$ cat src/sv/lcrsd_pkg.sv
package lcrsd_pkg;

  localparam int TARGET_W = 16;
  localparam int CUR_W    = 15;
  localparam int GAIN_W   = 16;
  localparam int SUPPLY_W = 13;
  localparam int DUTY_W   = 10;
  localparam int SETTLE_W = 7;
  localparam int THRESH_W = 15;
  localparam int CFG_IDX_W  = 2;
  localparam int CFG_DATA_W = 16;

  // The product of current and gain, and the divisor supply * 256.
  localparam int PROD_W = CUR_W + GAIN_W;
  localparam int DEN_W  = SUPPLY_W + 8;
  localparam int STEP_W = $clog2(PROD_W);

  localparam logic [DUTY_W-1:0] DUTY_FULL = DUTY_W'(1000);
  localparam logic signed [TARGET_W-1:0] TARGET_OFF_GATE = -16'sd1;

  typedef enum logic [CFG_IDX_W-1:0] {
    REG_AUX_THRESHOLD = 2'd0,
    REG_AUX_GAIN      = 2'd1,
    REG_MAIN_GAIN     = 2'd2,
    REG_SETTLE_DELAY  = 2'd3
  } cfg_reg_t;

endpackage

$ cat src/sv/led_current_range_select_dac_core.sv
// LED current range selector and PWM DAC duty generator. Each request is one
// control tick and yields exactly one result. A tick that holds or turns the
// LED off goes straight to the done state, and a tick with a zero supply takes
// full duty from the duty unit without dividing; a tick that recomputes the
// duty does one multiply of current by gain, then 31 restoring division steps
// through a single shared subtract-and-compare unit, then hands the duty over.
// The input stalls from acceptance until the result moves into the output
// register, so the next request can be accepted only once the block is idle
// again. A finished result may wait in the output register while the next
// request is already being worked on. Configuration writes are always ready.
module led_current_range_select_dac_core (
  input  logic                                  clk,
  input  logic                                  rst,
  input  logic                                  in_valid,
  output logic                                  in_stall,
  input  logic signed [lcrsd_pkg::TARGET_W-1:0] target_current_ma,
  input  logic [lcrsd_pkg::SUPPLY_W-1:0]        supply_mv,
  input  logic                                  power_down,
  input  logic                                  strobe_mode,
  input  logic                                  pwm_upload_pending,
  output logic                                  out_valid,
  input  logic                                  out_stall,
  output logic [lcrsd_pkg::DUTY_W-1:0]          duty_permille,
  output logic                                  upload_request,
  output logic                                  rev_gate_on,
  output logic                                  converter_on,
  output logic                                  low_shunt_sel,
  output logic                                  high_shunt_sel,
  input  logic                                  cfg_valid,
  output logic                                  cfg_ready,
  input  logic [lcrsd_pkg::CFG_IDX_W-1:0]       cfg_index,
  input  logic [lcrsd_pkg::CFG_DATA_W-1:0]      cfg_data
);
  import lcrsd_pkg::*;

  typedef enum logic [2:0] {
    S_IDLE = 3'b001,
    S_CALC = 3'b010,
    S_DONE = 3'b100
  } state_t;

  state_t                      state;
  logic [THRESH_W-1:0]         aux_threshold_ma;
  logic [GAIN_W-1:0]           aux_gain_q8;
  logic [GAIN_W-1:0]           main_gain_q8;
  logic [SETTLE_W-1:0]         settle_delay;

  logic signed [TARGET_W-1:0]  applied_current;
  logic [SETTLE_W-1:0]         settle_count;
  logic [DUTY_W-1:0]           duty_reg;
  logic                        gate_reg;
  logic                        converter_reg;
  logic                        low_sel_reg;
  logic                        high_sel_reg;
  logic                        upload;

  logic                        accept;
  logic signed [TARGET_W-1:0]  tgt;
  logic                        count_down;
  logic [SETTLE_W-1:0]         settle_count_next;
  logic                        converter_next;
  logic                        gate_next;
  logic                        low_sel_next;
  logic                        high_sel_next;
  logic                        upload_next;
  logic                        clear_duty;
  logic                        need_duty;
  logic [GAIN_W-1:0]           gain_sel;
  logic                        duty_done;
  logic [DUTY_W-1:0]           duty_result;
  logic                        out_free;

  assign cfg_ready = 1'b1;
  assign in_stall  = (state != S_IDLE);
  assign accept    = in_valid && !in_stall;
  assign out_free  = !out_valid || !out_stall;

  always_comb begin
    tgt        = power_down ? '0 : target_current_ma;
    count_down = (settle_count != '0) && !pwm_upload_pending;
    settle_count_next = count_down ? settle_count - 1'b1 : settle_count;
    converter_next    = (count_down && settle_count == SETTLE_W'(1)) ? 1'b1 : converter_reg;
    gate_next     = gate_reg;
    low_sel_next  = low_sel_reg;
    high_sel_next = high_sel_reg;
    upload_next   = 1'b0;
    clear_duty    = 1'b0;
    need_duty     = 1'b0;
    gain_sel      = main_gain_q8;
    if (tgt != applied_current) begin
      if (tgt[TARGET_W-1] || tgt == '0) begin
        clear_duty     = !strobe_mode;
        upload_next    = !strobe_mode;
        gate_next      = (tgt == TARGET_OFF_GATE);
        converter_next = 1'b0;
        low_sel_next   = 1'b0;
        high_sel_next  = 1'b0;
      end else if (tgt[CUR_W-1:0] < aux_threshold_ma) begin
        need_duty     = 1'b1;
        upload_next   = 1'b1;
        gain_sel      = aux_gain_q8;
        gate_next     = 1'b0;
        low_sel_next  = 1'b1;
        high_sel_next = 1'b0;
        // The converter comes on later, when the settle count runs out.
        if (!converter_next) begin
          settle_count_next = settle_delay;
        end
      end else begin
        need_duty      = 1'b1;
        upload_next    = 1'b1;
        gate_next      = 1'b1;
        converter_next = 1'b1;
        low_sel_next   = 1'b0;
        high_sel_next  = 1'b1;
      end
    end
  end

  lcrsd_duty u_duty (
    .clk     (clk),
    .rst     (rst),
    .start   (accept && need_duty),
    .current (tgt[CUR_W-1:0]),
    .gain    (gain_sel),
    .supply  (supply_mv),
    .done    (duty_done),
    .duty    (duty_result)
  );

  always_ff @(posedge clk) begin
    if (rst) begin
      aux_threshold_ma <= '0;
      aux_gain_q8      <= '0;
      main_gain_q8     <= '0;
      settle_delay     <= '0;
    end else if (cfg_valid && cfg_ready) begin
      case (cfg_index)
        REG_AUX_THRESHOLD: aux_threshold_ma <= cfg_data[THRESH_W-1:0];
        REG_AUX_GAIN:      aux_gain_q8      <= cfg_data[GAIN_W-1:0];
        REG_MAIN_GAIN:     main_gain_q8     <= cfg_data[GAIN_W-1:0];
        REG_SETTLE_DELAY:  settle_delay     <= cfg_data[SETTLE_W-1:0];
        default: ;
      endcase
    end
  end

  always_ff @(posedge clk) begin
    if (rst) begin
      state           <= S_IDLE;
      applied_current <= '0;
      settle_count    <= '0;
      duty_reg        <= '0;
      gate_reg        <= 1'b0;
      converter_reg   <= 1'b0;
      low_sel_reg     <= 1'b0;
      high_sel_reg    <= 1'b0;
      upload          <= 1'b0;
      out_valid       <= 1'b0;
    end else begin
      if (state == S_DONE && out_free) begin
        out_valid <= 1'b1;
      end else if (out_valid && !out_stall) begin
        out_valid <= 1'b0;
      end
      case (state)
        S_IDLE: begin
          if (accept) begin
            applied_current <= tgt;
            settle_count    <= settle_count_next;
            converter_reg   <= converter_next;
            gate_reg        <= gate_next;
            low_sel_reg     <= low_sel_next;
            high_sel_reg    <= high_sel_next;
            upload          <= upload_next;
            if (clear_duty) begin
              duty_reg <= '0;
            end
            state <= need_duty ? S_CALC : S_DONE;
          end
        end
        S_CALC: begin
          if (duty_done) begin
            duty_reg <= duty_result;
            state    <= S_DONE;
          end
        end
        S_DONE: begin
          if (out_free) begin
            state <= S_IDLE;
          end
        end
        default: state <= S_IDLE;
      endcase
    end
  end

  always_ff @(posedge clk) begin
    if (state == S_DONE && out_free) begin
      duty_permille  <= duty_reg;
      upload_request <= upload;
      rev_gate_on    <= gate_reg;
      converter_on   <= converter_reg;
      low_shunt_sel  <= low_sel_reg;
      high_shunt_sel <= high_sel_reg;
    end
  end

  a_busy_after_accept: assert property (@(posedge clk) disable iff (rst)
    accept |=> in_stall)
    else $error("request accepted while block still idle");

  a_one_shunt: assert property (@(posedge clk) disable iff (rst)
    out_valid |-> !(low_shunt_sel && high_shunt_sel))
    else $error("both shunt channels selected");

  a_duty_range: assert property (@(posedge clk) disable iff (rst)
    out_valid |-> (duty_permille <= DUTY_FULL))
    else $error("duty above full scale");

  a_main_channel_on: assert property (@(posedge clk) disable iff (rst)
    (out_valid && high_shunt_sel) |-> (rev_gate_on && converter_on))
    else $error("main channel selected without gate and converter");

endmodule

$ cat src/sv/lcrsd_duty.sv
module lcrsd_duty (
  input  logic                          clk,
  input  logic                          rst,
  input  logic                          start,
  input  logic [lcrsd_pkg::CUR_W-1:0]    current,
  input  logic [lcrsd_pkg::GAIN_W-1:0]   gain,
  input  logic [lcrsd_pkg::SUPPLY_W-1:0] supply,
  output logic                          done,
  output logic [lcrsd_pkg::DUTY_W-1:0]   duty
);
  import lcrsd_pkg::*;

  typedef enum logic [2:0] {
    D_IDLE = 3'b001,
    D_MUL  = 3'b010,
    D_DIV  = 3'b100
  } duty_state_t;

  duty_state_t        state;
  logic [CUR_W-1:0]   op_a;
  logic [GAIN_W-1:0]  op_b;
  logic [DEN_W-1:0]   den;
  logic [PROD_W-1:0]  quo;
  logic [DEN_W-1:0]   rem;
  logic [STEP_W-1:0]  step;

  // One restoring division step: shift in the next numerator bit and
  // subtract the divisor when it fits. The quotient replaces the numerator.
  logic [DEN_W:0]     rem_sh;
  logic [DEN_W+1:0]   diff;
  logic               fits;
  logic [DEN_W-1:0]   rem_next;
  logic [PROD_W-1:0]  quo_next;

  always_comb begin
    rem_sh   = {rem, quo[PROD_W-1]};
    diff     = {1'b0, rem_sh} - {2'b00, den};
    fits     = !diff[DEN_W+1];
    rem_next = fits ? diff[DEN_W-1:0] : rem_sh[DEN_W-1:0];
    quo_next = {quo[PROD_W-2:0], fits};
  end

  always_ff @(posedge clk) begin
    if (rst) begin
      state <= D_IDLE;
      done  <= 1'b0;
    end else begin
      done <= (state == D_IDLE && start && supply == '0) ||
              (state == D_DIV && step == STEP_W'(PROD_W - 1));
      case (state)
        D_IDLE: begin
          if (start) begin
            if (supply == '0) begin
              duty <= DUTY_FULL;
            end else begin
              state <= D_MUL;
            end
          end
        end
        D_MUL: begin
          state <= D_DIV;
        end
        D_DIV: begin
          if (step == STEP_W'(PROD_W - 1)) begin
            duty  <= (quo_next > PROD_W'(DUTY_FULL)) ? DUTY_FULL : quo_next[DUTY_W-1:0];
            state <= D_IDLE;
          end
        end
        default: state <= D_IDLE;
      endcase
    end
  end

  always_ff @(posedge clk) begin
    case (state)
      D_IDLE: begin
        op_a <= current;
        op_b <= gain;
        den  <= {supply, 8'h00};
      end
      D_MUL: begin
        quo  <= op_a * op_b;
        rem  <= '0;
        step <= '0;
      end
      D_DIV: begin
        quo  <= quo_next;
        rem  <= rem_next;
        step <= step + 1'b1;
      end
      default: ;
    endcase
  end

endmodule

$ cat config.mk
export PLATFORM = sky130hd
export DESIGN_NAME = led_current_range_select_dac_core
export DESIGN_NICKNAME = d
export VERILOG_FILES = /design/src/sv/lcrsd_pkg.sv /design/src/sv/led_current_range_select_dac_core.sv /design/src/sv/lcrsd_duty.sv
export SDC_FILE = /design/constraint.sdc
export NUM_CORES = 1
export LEC_CHECK = 0
export ABC_AREA = 1
export ABC_CLOCK_PERIOD_IN_PS = 6600
export BUFFER_PORTS_ARGS = -buffer_cell sky130_fd_sc_hd__buf_2
export CORE_MARGIN = 2
export CORE_UTILIZATION = 35
export CTS_BUF_LIST = sky130_fd_sc_hd__clkbuf_2
export DETAILED_ROUTE_END_ITERATION = 7
export GPL_TIMING_DRIVEN = 0
export PLACE_DENSITY = 0.62
export SYNTH_ARGS = -nofsm -noshare
export SYNTH_HDL_FRONTEND = slang
export SYNTH_HIERARCHICAL = 1
export SYNTH_SLANG_ARGS = --single-unit
$ cat constraint.sdc
create_clock -name clk -period 6.6 [get_ports clk]
set_clock_uncertainty 0.1 [all_clocks]
set_input_delay 1.32 -clock clk [delete_from_list [all_inputs] [get_ports clk]]
set_output_delay 1.32 -clock clk [all_outputs]
set_load 0.01 [all_outputs]
==> results.py, run 1 <==
metrics = {
    "status": {
        "status": "finished, final reports clean",
    },
    "sta": {
        "period_share": 0.956,
        "whs_ns": 0.352,
        "layout_min_cycle_time_ns": 6.31,
        "tightest_slew_ns": 1.25,
        "maxSlewViolCount": 0,
        "slew_headroom": 0.165,
        "rsz0062_at_grt": "true",
        "final_hold_viol_count": 0,
        "fmax_mhz": 159,
        "finalSetupViolations": 0,
    },
    "route": {
        "via_per_inst": 4.66,
        "dr.pass1.iters": 5,
        "drtIter0Drc": 1200,
        "vias": 16234,
        "routed_wirelength_um": 52500,
        "wl_per_cell_um": 15.1,
        "final_antenna_net_count": 0,
        "drc": 0,
    },
    "layout": {
        "final_cell_mix": "nand2_1 (677), inv_1 (613), fa_1 (181)",
        "drive_gt1_frac": 0.103,
        "final.fill_count": 5742,
        "final_common_cell": "nand2_1",
        "final_nets": 3043,
        "final_util": 0.392,
        "largest_reg_flops": 31,
        "largest_registers": "u_duty/quo: 31 flops, u_duty/rem: 21 flops",
        "regMostFlops": "u_duty/quo",
        "syn_to_final_growth_pct": 10.7,
    },
    "worst_setup_path": {
        "worstReg2RegEnd": "u_duty/quo[30]",
        "arrival_ns": 6.85,
        "crit_required_ns": 7.14,
        "worst_setup_path_end_kind": "flip-flop",
        "start_kind": "flip-flop",
        "crit_path_max_fanout": 10,
        "r2r-start": "u_duty/op_a[5]",
        "r2r_cells": 26,
        "r2r_slack_ns": 0.29,
        "path_class": "flip-flop to flip-flop",
    },
    "logic_synthesis": {
        "yosysSeqAreaShare": 0.296,
        "synth-edff-count": 126,
        "syn_inst": 2545,
        "syn-cell-area_um2": 19600,
        "ys.warnings.count": 6,
        "synth_fp_nets": 2903,
        "synthDistinctLibCells": 50,
        "ys.flop_type": "edfxtp_1",
        "synthArstFlopShare": 0,
        "syn_avg_cell_area_um2": 7.68,
        "ys_ff_latch": 226,
    },
    "clocking": {
        "clock_path_buffers": 3,
        "ctsRootBufferMaster": "clkbuf_2",
        "clk_latency_ns": 0.93,
        "cts_buffers": 56,
        "clock_sinks": 226,
        "cts_tree": "done",
        "clk_pin_slew_ns": 0.14,
        "htreeDepth": 2,
    },
    "global_route": {
        "overflow": 0,
        "grt_usage": 0.191,
        "grt_pass1_vias": 16432,
        "grt_max_degree": 58,
        "antenna_found_initial": 1,
        "grt_pass1_wl_um": 85900,
    },
    "worst_hold_path": {
        "hold-path-endpoint": "duty_permille[8]",
        "holdPathStages": 0,
        "worstHoldPathType": "flip-flop to flip-flop",
        "hold_start": "duty_reg[8]",
    },
    "placed_design": {
        "dp_hpwl_um": 41900,
        "place_congestion": 0.896,
        "portBuffers": 71,
    },
    "die": {
        "die_x_um": 240,
        "io_pins": 73,
        "rows": 86,
        "die-area_um2": 57800,
        "start_util": 0.354,
        "core_area_um2": 55200,
        "die_y_um": 240,
    },
    "job": {
        "maxCapViolations": 0,
    },
}
timing repair:
item	4_1_cts	5_1_grt
hold buffers	0	0
resized for setup	2	48
setup endpoints to repair	10	19
buffers inserted	0	21
hold endpoints to repair	0	0
per-stage QoR:
stage | worst slack (ns) | cell area, um^2 | TNS [ns] | instances
2_1_floorplan | 0.973 | 19600 | 0 | 2545
3_3_place_gp | -1.43 | 20800 | -15.65 | 3364
3_5_place_dp | -0.0869 | 20900 | -0.238 | 3367
4_1_cts | 0.00146 | 21500 | 0 | 3468
5_1_grt | -0.0371 | 21600 | -0.0714 | 3481
6_report | 0.293 | 21600 | 0 | 3481
logic make-up (layout without fill, tap and decap cells):
family          count (synthesis)  after routing  share of synthesized area
compound gates                273            273                     0.0759
flops                         226            226                      0.296
fa+ha+maj                     303            303                      0.263
other cells                     1              2                   0.000192
buf+inv                       708            895                      0.140
simple gates                 1013           1013                      0.215
xor+xnor                       21             21                    0.00941
synth_stat cells (6+ instances only):
| library cell | n | area share |
|---|---|---|
| nand2_4 | 6 | 0.0035 |
| nor2_2 | 6 | 0.0019 |
| edfxtp_1 | 126 | 0.19 |
| o21ai_0 | 111 | 0.028 |
| fa_1 | 181 | 0.19 |
| xor2_1 | 9 | 0.0040 |
| nand4_1 | 25 | 0.0080 |
| ha_1 | 122 | 0.078 |
| nor2_1 | 145 | 0.028 |
| xnor2_1 | 12 | 0.0054 |
| buf_2 | 8 | 0.0020 |
| nand2_1 | 678 | 0.13 |
| clkbuf_1 | 73 | 0.014 |
| o21ai_2 | 8 | 0.0036 |
| nand3b_1 | 9 | 0.0035 |
| a21oi_1 | 115 | 0.029 |
| a21oi_2 | 12 | 0.0054 |
| inv_1 | 613 | 0.12 |
| nand3_1 | 94 | 0.024 |
| o21ai_1 | 9 | 0.0023 |
| nand2_2 | 13 | 0.0042 |
| dfxtp_1 | 100 | 0.10 |
| nor3_1 | 17 | 0.0044 |
layout make-up:
class,instances,area [um^2],area share
antenna,1,2.50,0.000116
buffer,78,407,0.0188
clock buffer,74,370,0.0171
clock inverter,31,196,0.00908
inverter,617,2320,0.107
multi-input combinational,1611,11100,0.511
sequential,226,5790,0.267
tap,748,936,0.0432
timing repair buffer,95,576,0.0266
per-layer routing:
layer	up-vias	track usage	wire length, um
met5	-	0	0
met4	0	0.0711	1760
met3	89	0.0323	3110
met2	468	0.320	24400
met1	7646	0.246	23300
li1	8031	-	-
critical path: stages, from the launching register on:
cell and delay [ns]:
edfxtp_1 0.38, clkbuf_1 0.21, buf_2 0.26, nand2_1 0.08, inv_1 0.06, fa_1 0.54
inv_1 0.06, fa_1 0.54, inv_1 0.05, fa_1 0.50, inv_1 0.05, fa_1 0.48
inv_1 0.05, fa_1 0.55, inv_1 0.06, fa_1 0.53, inv_1 0.04, ha_1 0.36
nand2_1 0.12, nor2_2 0.24, nand3_1 0.11, nand3b_1 0.23, nand2_1 0.11, nand2_1 0.08
nand2_1 0.05, nand3_1 0.11, nand2_1 0.11
how the worst max path moves through the flow:
| stage | from | slack [ns] | to | cells after the start |
|---|---|---|---|---|
| final | u_duty/op_a[5] | 0.29 | u_duty/quo[30] | 26 |
| after global routing | u_duty/op_a[5] | -0.04 | u_duty/quo[16] | 26 |
| after CTS | u_duty/op_a[12] | 0.001 | u_duty/quo[28] | 23 |
| after detailed placement | u_duty/op_a[14] | -0.09 | u_duty/quo[28] | 23 |
| after global placement | u_duty/state[2] | -1.43 | u_duty/duty[3] | 3 |
| after floorplan | u_duty/op_a[14] | 0.97 | u_duty/quo[28] | 23 |
Power of run 1 is not shown: default switching activity piles up to over one toggle a cycle in this logic, so the estimate is an artifact.
==> run 2, diff against run 1 <==
--- a/config.mk
+++ b/config.mk
@@ -8,11 +8,12 @@
 export ABC_AREA = 1
 export ABC_CLOCK_PERIOD_IN_PS = 6600
 export BUFFER_PORTS_ARGS = -buffer_cell sky130_fd_sc_hd__buf_2
+export CAP_MARGIN = 15
 export CORE_MARGIN = 2
 export CORE_UTILIZATION = 35
 export CTS_BUF_LIST = sky130_fd_sc_hd__clkbuf_2
 export DETAILED_ROUTE_END_ITERATION = 7
-export GPL_TIMING_DRIVEN = 0
+export GPL_TIMING_DRIVEN = 1
 export PLACE_DENSITY = 0.62
 export SYNTH_ARGS = -nofsm -noshare
 export SYNTH_HDL_FRONTEND = slang
==> run 2 against run 1 <==
Compared with the run above: clock-buffer cell count grew 21; routed wire length shrank 6.6%; utilization shrank 0.83 points; register-to-register slack gained 0.05 ns; cell area shrank 2.1%; non-clock buffer count shrank 85; hold slack lost 0.0049 ns; die area is the same; cell count shrank 2.0%; global-route usage shrank 1.2 points; maximum frequency grew 0.75%; critical path type unchanged.
==> results.py, run 2 (synthesis results as in run 1) <==
metrics = {
    "status": {
        "status": "finished, final reports clean",
    },
    "sta": {
        "finalSetupViolations": 0,
        "fmax_mhz": 160,
        "maxSlewViolCount": 0,
        "final_hold_viol_count": 0,
        "slew_headroom": 0.264,
        "setup_tns_ns": 0,
        "rsz0062_at_grt": "false",
        "period_share": 0.948,
        "layout_min_cycle_time_ns": 6.26,
        "tightest_slew_ns": 1.09,
    },
    "die": {
        "rows": 86,
        "die-area_um2": 57800,
        "start_util": 0.354,
        "die_y_um": 240,
        "io_pins": 73,
        "die_x_um": 240,
        "core_area_um2": 55200,
    },
    "route": {
        "wl_per_cell_um": 14.4,
        "routed_wirelength_um": 49000,
        "drtIter0Drc": 1243,
        "vias": 15704,
        "dr.pass1.iters": 7,
        "via_per_inst": 4.60,
        "drc": 0,
        "final_antenna_net_count": 0,
    },
    "global_route": {
        "grt_pass1_wl_um": 81200,
        "grt_usage": 0.179,
        "overflow": 0,
        "antenna_found_initial": 4,
        "grt_pass1_vias": 15888,
        "grt_max_degree": 58,
    },
    "layout": {
        "largest_reg_flops": 31,
        "syn_to_final_growth_pct": 8.34,
        "area.sequential_um2": 5790,
        "final_cell_mix": "nand2_1 (677), inv_1 (613), fa_1 (181)",
        "regMostFlops": "u_duty/quo",
        "largest_registers": "u_duty/quo: 31 flops, u_duty/rem: 21 flops",
        "multi_input_area_um2": 11000,
        "drive_gt1_frac": 0.0966,
        "final_nets": 2968,
        "final_common_cell": "nand2_1",
        "final.fill_count": 5817,
    },
    "clocking": {
        "cts-hold-fix-buffers": 0,
        "cts_buffers": 66,
        "clk_pin_slew_ns": 0.11,
        "clk_latency_ns": 1.04,
        "clock_sinks": 226,
        "ctsRootBufferMaster": "clkbuf_2",
        "clock_path_buffers": 3,
        "cts_tree": "done",
        "htreeDepth": 3,
    },
    "worst_setup_path": {
        "crit_path_max_fanout": 16,
        "cp_slowest_stage_delay_ns": 0.73,
        "path_class": "flip-flop to flip-flop",
        "cp_slowest_cell": "edfxtp_1",
        "crit_family": "adder cells",
        "arrival_ns": 6.82,
        "critPathBufInv": 7,
        "crit_top_cell": "inv_1",
        "worst_setup_path_end_kind": "flip-flop",
        "crit_chain": "nand2_1 > inv_1 > fa_1 > inv_1 > fa_1 > inv_1 > fa_1 > inv_1 > fa_1 > inv_1 > fa_1 > inv_1 > fa_1 > inv_1 > ha_1 > nand2_1 > nor2_1 > nand3_1 > nand2_1 > nand2_1 > nand3_1 > nand2_1 > nand3_1 > o21ai_0",
        "crit_required_ns": 7.16,
        "start_kind": "flip-flop",
    },
    "placed_design": {
        "dp_hpwl_um": 37500,
        "place_congestion": 0.922,
        "portBuffers": 71,
    },
    "worst_hold_path": {
        "worstHoldPathType": "flip-flop to flip-flop",
    },
    "job": {
        "maxCapViolations": 0,
    },
}
run 2: changes by cell type in the layout (fill, tap and decap cells not counted), moves of 3 or more:
cell | previous run | this run
buf_6 | 6 | 0
buf_2 | 82 | 71
nor2_1 | 140 | 144
buf_4 | 21 | 17
clkinv_1 | 23 | 13
nor2_2 | 11 | 7
clkbuf_2 | 91 | 95
clkbuf_1 | 39 | 0
buf_12 | 3 | 0
run 2: worst register-to-register path, delay by kind of cell, from the launching register on:
family	cells	cell delay, ns
AOI/OAI and AO/OA	1	0.09
adders and majority gates	7	3.36
buffers and inverters	7	0.36
DFF	1	0.73
and+or+nand+nor	9	1.30
run 2: metal layers:
layer	global-route usage	vias to the layer above	share of wire
met3	0.0311	86	0.060
met4	0.0730	2	0.031
met2	0.290	418	0.45
met1	0.236	7329	0.46
li1	-	7869	-
met5	0	-	0.00027
run 2: final timing paths:
check	end	cells past startpoint	start	slack [ns]
setup reg to reg	u_duty/quo[27]	24	u_duty/op_a[2]	0.34
setup / recovery	u_duty/quo[27]	24	u_duty/op_a[2]	0.34
hold reg to reg	duty_permille[5]	0	duty_reg[5]	0.35
hold / removal	duty_permille[5]	0	duty_reg[5]	0.35
run 2: final cells by class:
type / count / share of cell area
Sequential cell: 226 / 0.273
Inverter: 617 / 0.109
Antenna cell: 3 / 0.000354
Tap cell: 748 / 0.0442
Timing Repair Buffer: 88 / 0.0228
Clock buffer: 95 / 0.0224
Multi-Input combinational cell: 1611 / 0.521
Clock inverter: 23 / 0.00661
run 2: metrics by stage:
step           utilization  setup WS [ns]  instances  cell area [um^2]  hold slack (ns)
2_1_floorplan            -          0.973       2545             19600            0.309
3_3_place_gp         0.372          0.440       3286             20500            0.332
3_5_place_dp         0.372          0.455       3286             20500            0.326
4_1_cts              0.383          0.394       3404             21100            0.282
5_1_grt              0.384        0.00385       3409             21200            0.358
6_report             0.384          0.340       3411             21200            0.347
run 2: timing repair:
item | CTS | global route
gates resized for setup | 0 | 0
setup endpoints to repair | 0 | 1
buffers inserted | 0 | 4
Power of run 2 is left out for the same reason.
==> run 3, diff against run 2 <==
--- a/config.mk
+++ b/config.mk
@@ -10,11 +10,11 @@
 export BUFFER_PORTS_ARGS = -buffer_cell sky130_fd_sc_hd__buf_2
 export CAP_MARGIN = 15
 export CORE_MARGIN = 2
-export CORE_UTILIZATION = 35
+export CORE_UTILIZATION = 45
 export CTS_BUF_LIST = sky130_fd_sc_hd__clkbuf_2
 export DETAILED_ROUTE_END_ITERATION = 7
 export GPL_TIMING_DRIVEN = 1
-export PLACE_DENSITY = 0.62
+export PLACE_DENSITY = 0.73
 export SYNTH_ARGS = -nofsm -noshare
 export SYNTH_HDL_FRONTEND = slang
 export SYNTH_HIERARCHICAL = 1
==> run 3 against run 2 <==
Compared with the run above: routed wire length increased by 2.8%; maximum frequency grew 1.4%; clock-buffer cell count decreased by 6; cell area decreased by 1.3%; cell count shrank 5.1%; sequential share of layout area rose by 0.36 points; worst setup slack better by 0.086 ns; hold slack worse by 0.0058 ns; die area fell by 22%; largest cell class unchanged; highest routed layer is now met4.
==> results.py, run 3 (synthesis results as in run 1) <==
metrics = {
    "layout": {
        "final.fill_count": 4258,
        "final_cell_mix": "nand2_1 (677), inv_1 (613), fa_1 (181)",
        "multi_input_area_um2": 11000,
        "area.sequential_um2": 5790,
        "largest_reg_flops": 31,
        "final_nets": 2959,
        "final_common_cell": "nand2_1",
        "largest_registers": "u_duty/quo: 31 flops, u_duty/rem: 21 flops",
        "syn_to_final_growth_pct": 6.92,
        "regMostFlops": "u_duty/quo",
        "drive_gt1_frac": 0.0921,
    },
    "sta": {
        "tightest_slew_ns": 1.06,
        "layout_min_cycle_time_ns": 6.17,
        "slew_headroom": 0.294,
        "final_hold_viol_count": 0,
        "finalSetupViolations": 0,
        "setup_tns_ns": 0,
        "period_share": 0.935,
        "rsz0062_at_grt": "false",
        "fmax_mhz": 162,
        "maxSlewViolCount": 0,
    },
    "route": {
        "drc": 0,
        "wl_per_cell_um": 15.6,
        "vias": 16210,
        "final_antenna_net_count": 0,
        "dr.pass1.iters": 5,
        "routed_wirelength_um": 50400,
        "drtIter0Drc": 1288,
        "via_per_inst": 5.01,
    },
    "die": {
        "start_util": 0.455,
        "rows": 76,
        "die-area_um2": 45100,
        "die_y_um": 212,
        "core_area_um2": 43000,
        "io_pins": 73,
        "die_x_um": 212,
    },
    "worst_setup_path": {
        "r2r_cells": 20,
        "path_class": "flip-flop to flip-flop",
        "worst_setup_path_end_kind": "flip-flop",
        "arrival_ns": 6.72,
        "crit_required_ns": 7.15,
        "start_kind": "flip-flop",
        "crit_path_max_fanout": 15,
        "r2r_slack_ns": 0.43,
    },
    "clocking": {
        "cts_resized": 0,
        "clock_sinks": 226,
        "cts_buffers": 59,
        "htreeDepth": 2,
        "cts-hold-fix-buffers": 0,
        "clk_latency_ns": 0.97,
        "post_cts_buffers": 0,
        "clk_pin_slew_ns": 0.12,
        "clock_path_buffers": 3,
        "cts_tree": "done",
        "ctsRootBufferMaster": "clkbuf_2",
    },
    "global_route": {
        "grt_max_degree": 71,
        "overflow": 0,
        "grt_pass1_vias": 16257,
        "grt_pass1_wl_um": 81800,
        "grt_usage": 0.231,
        "antenna_found_initial": 1,
    },
    "placed_design": {
        "place_congestion": 0.935,
        "portBuffers": 71,
        "dp_hpwl_um": 38700,
    },
    "worst_hold_path": {
        "holdPathStages": 0,
        "worstHoldPathType": "flip-flop to flip-flop",
    },
    "status": {
        "status": "finished, final reports clean",
    },
    "job": {
        "maxCapViolations": 0,
    },
}
run 3: changes by cell type in the layout (fill, tap and decap cells not counted), moves of 2 or more:
cell      delta
clkbuf_2     -6
clkinv_1     +3
buf_4        -2
diode_2      -2
run 3: stage by stage:
step	setup slack [ns]	utilization	hold slack (ns)	std cells	area (um^2)
after CTS	0.468	0.486	0.346	3235	20900
final	0.426	0.486	0.341	3236	20900
after floorplan	0.973	-	0.309	2545	19600
after global routing	0.110	0.486	0.351	3236	20900
after detailed placement	0.482	0.473	0.320	3125	20300
after global placement	0.520	0.473	0.323	3125	20300
run 3: path summary, 6_finish.rpt:
path / start / to
setup / recovery: u_duty/op_b[0] / u_duty/quo[27]
hold / removal: duty_reg[0] / duty_permille[0]
setup reg to reg: u_duty/op_b[0] / u_duty/quo[27]
hold reg to reg: duty_reg[0] / duty_permille[0]
run 3: routing by layer:
layer | up-vias | part of all wire | track usage
met4 | 0 | 0.036 | 0.0885
met3 | 100 | 0.071 | 0.0340
met5 | - | 0 | 0
met1 | 7682 | 0.42 | 0.303
met2 | 576 | 0.47 | 0.386
li1 | 7852 | - | -
run 3: worst max-delay path: stages (launching register included):
cell and delay, ns:
edfxtp_1 0.78, nand2_1 0.17, fa_1 0.55, fa_1 0.58, inv_1 0.07, fa_1 0.50
fa_1 0.53, fa_1 0.54, inv_1 0.05, fa_1 0.55, inv_1 0.05, ha_1 0.37
nand2_1 0.13, nor2_1 0.30, nand2_1 0.12, nor2_1 0.10, nand2_1 0.10, nand3_1 0.10
nand2_1 0.05, nand3_1 0.06, o21ai_0 0.08
run 3: cell type report:
type	instances	share of cell area
diodes	1	0.000120
clock buffers	89	0.0213
clock inverters	21	0.00563
inverters	617	0.111
multi-input cells	1611	0.528
flip-flops and latches	226	0.277
well taps	585	0.0350
repair buffers	86	0.0224
Power of run 3 is left out for the same reason.
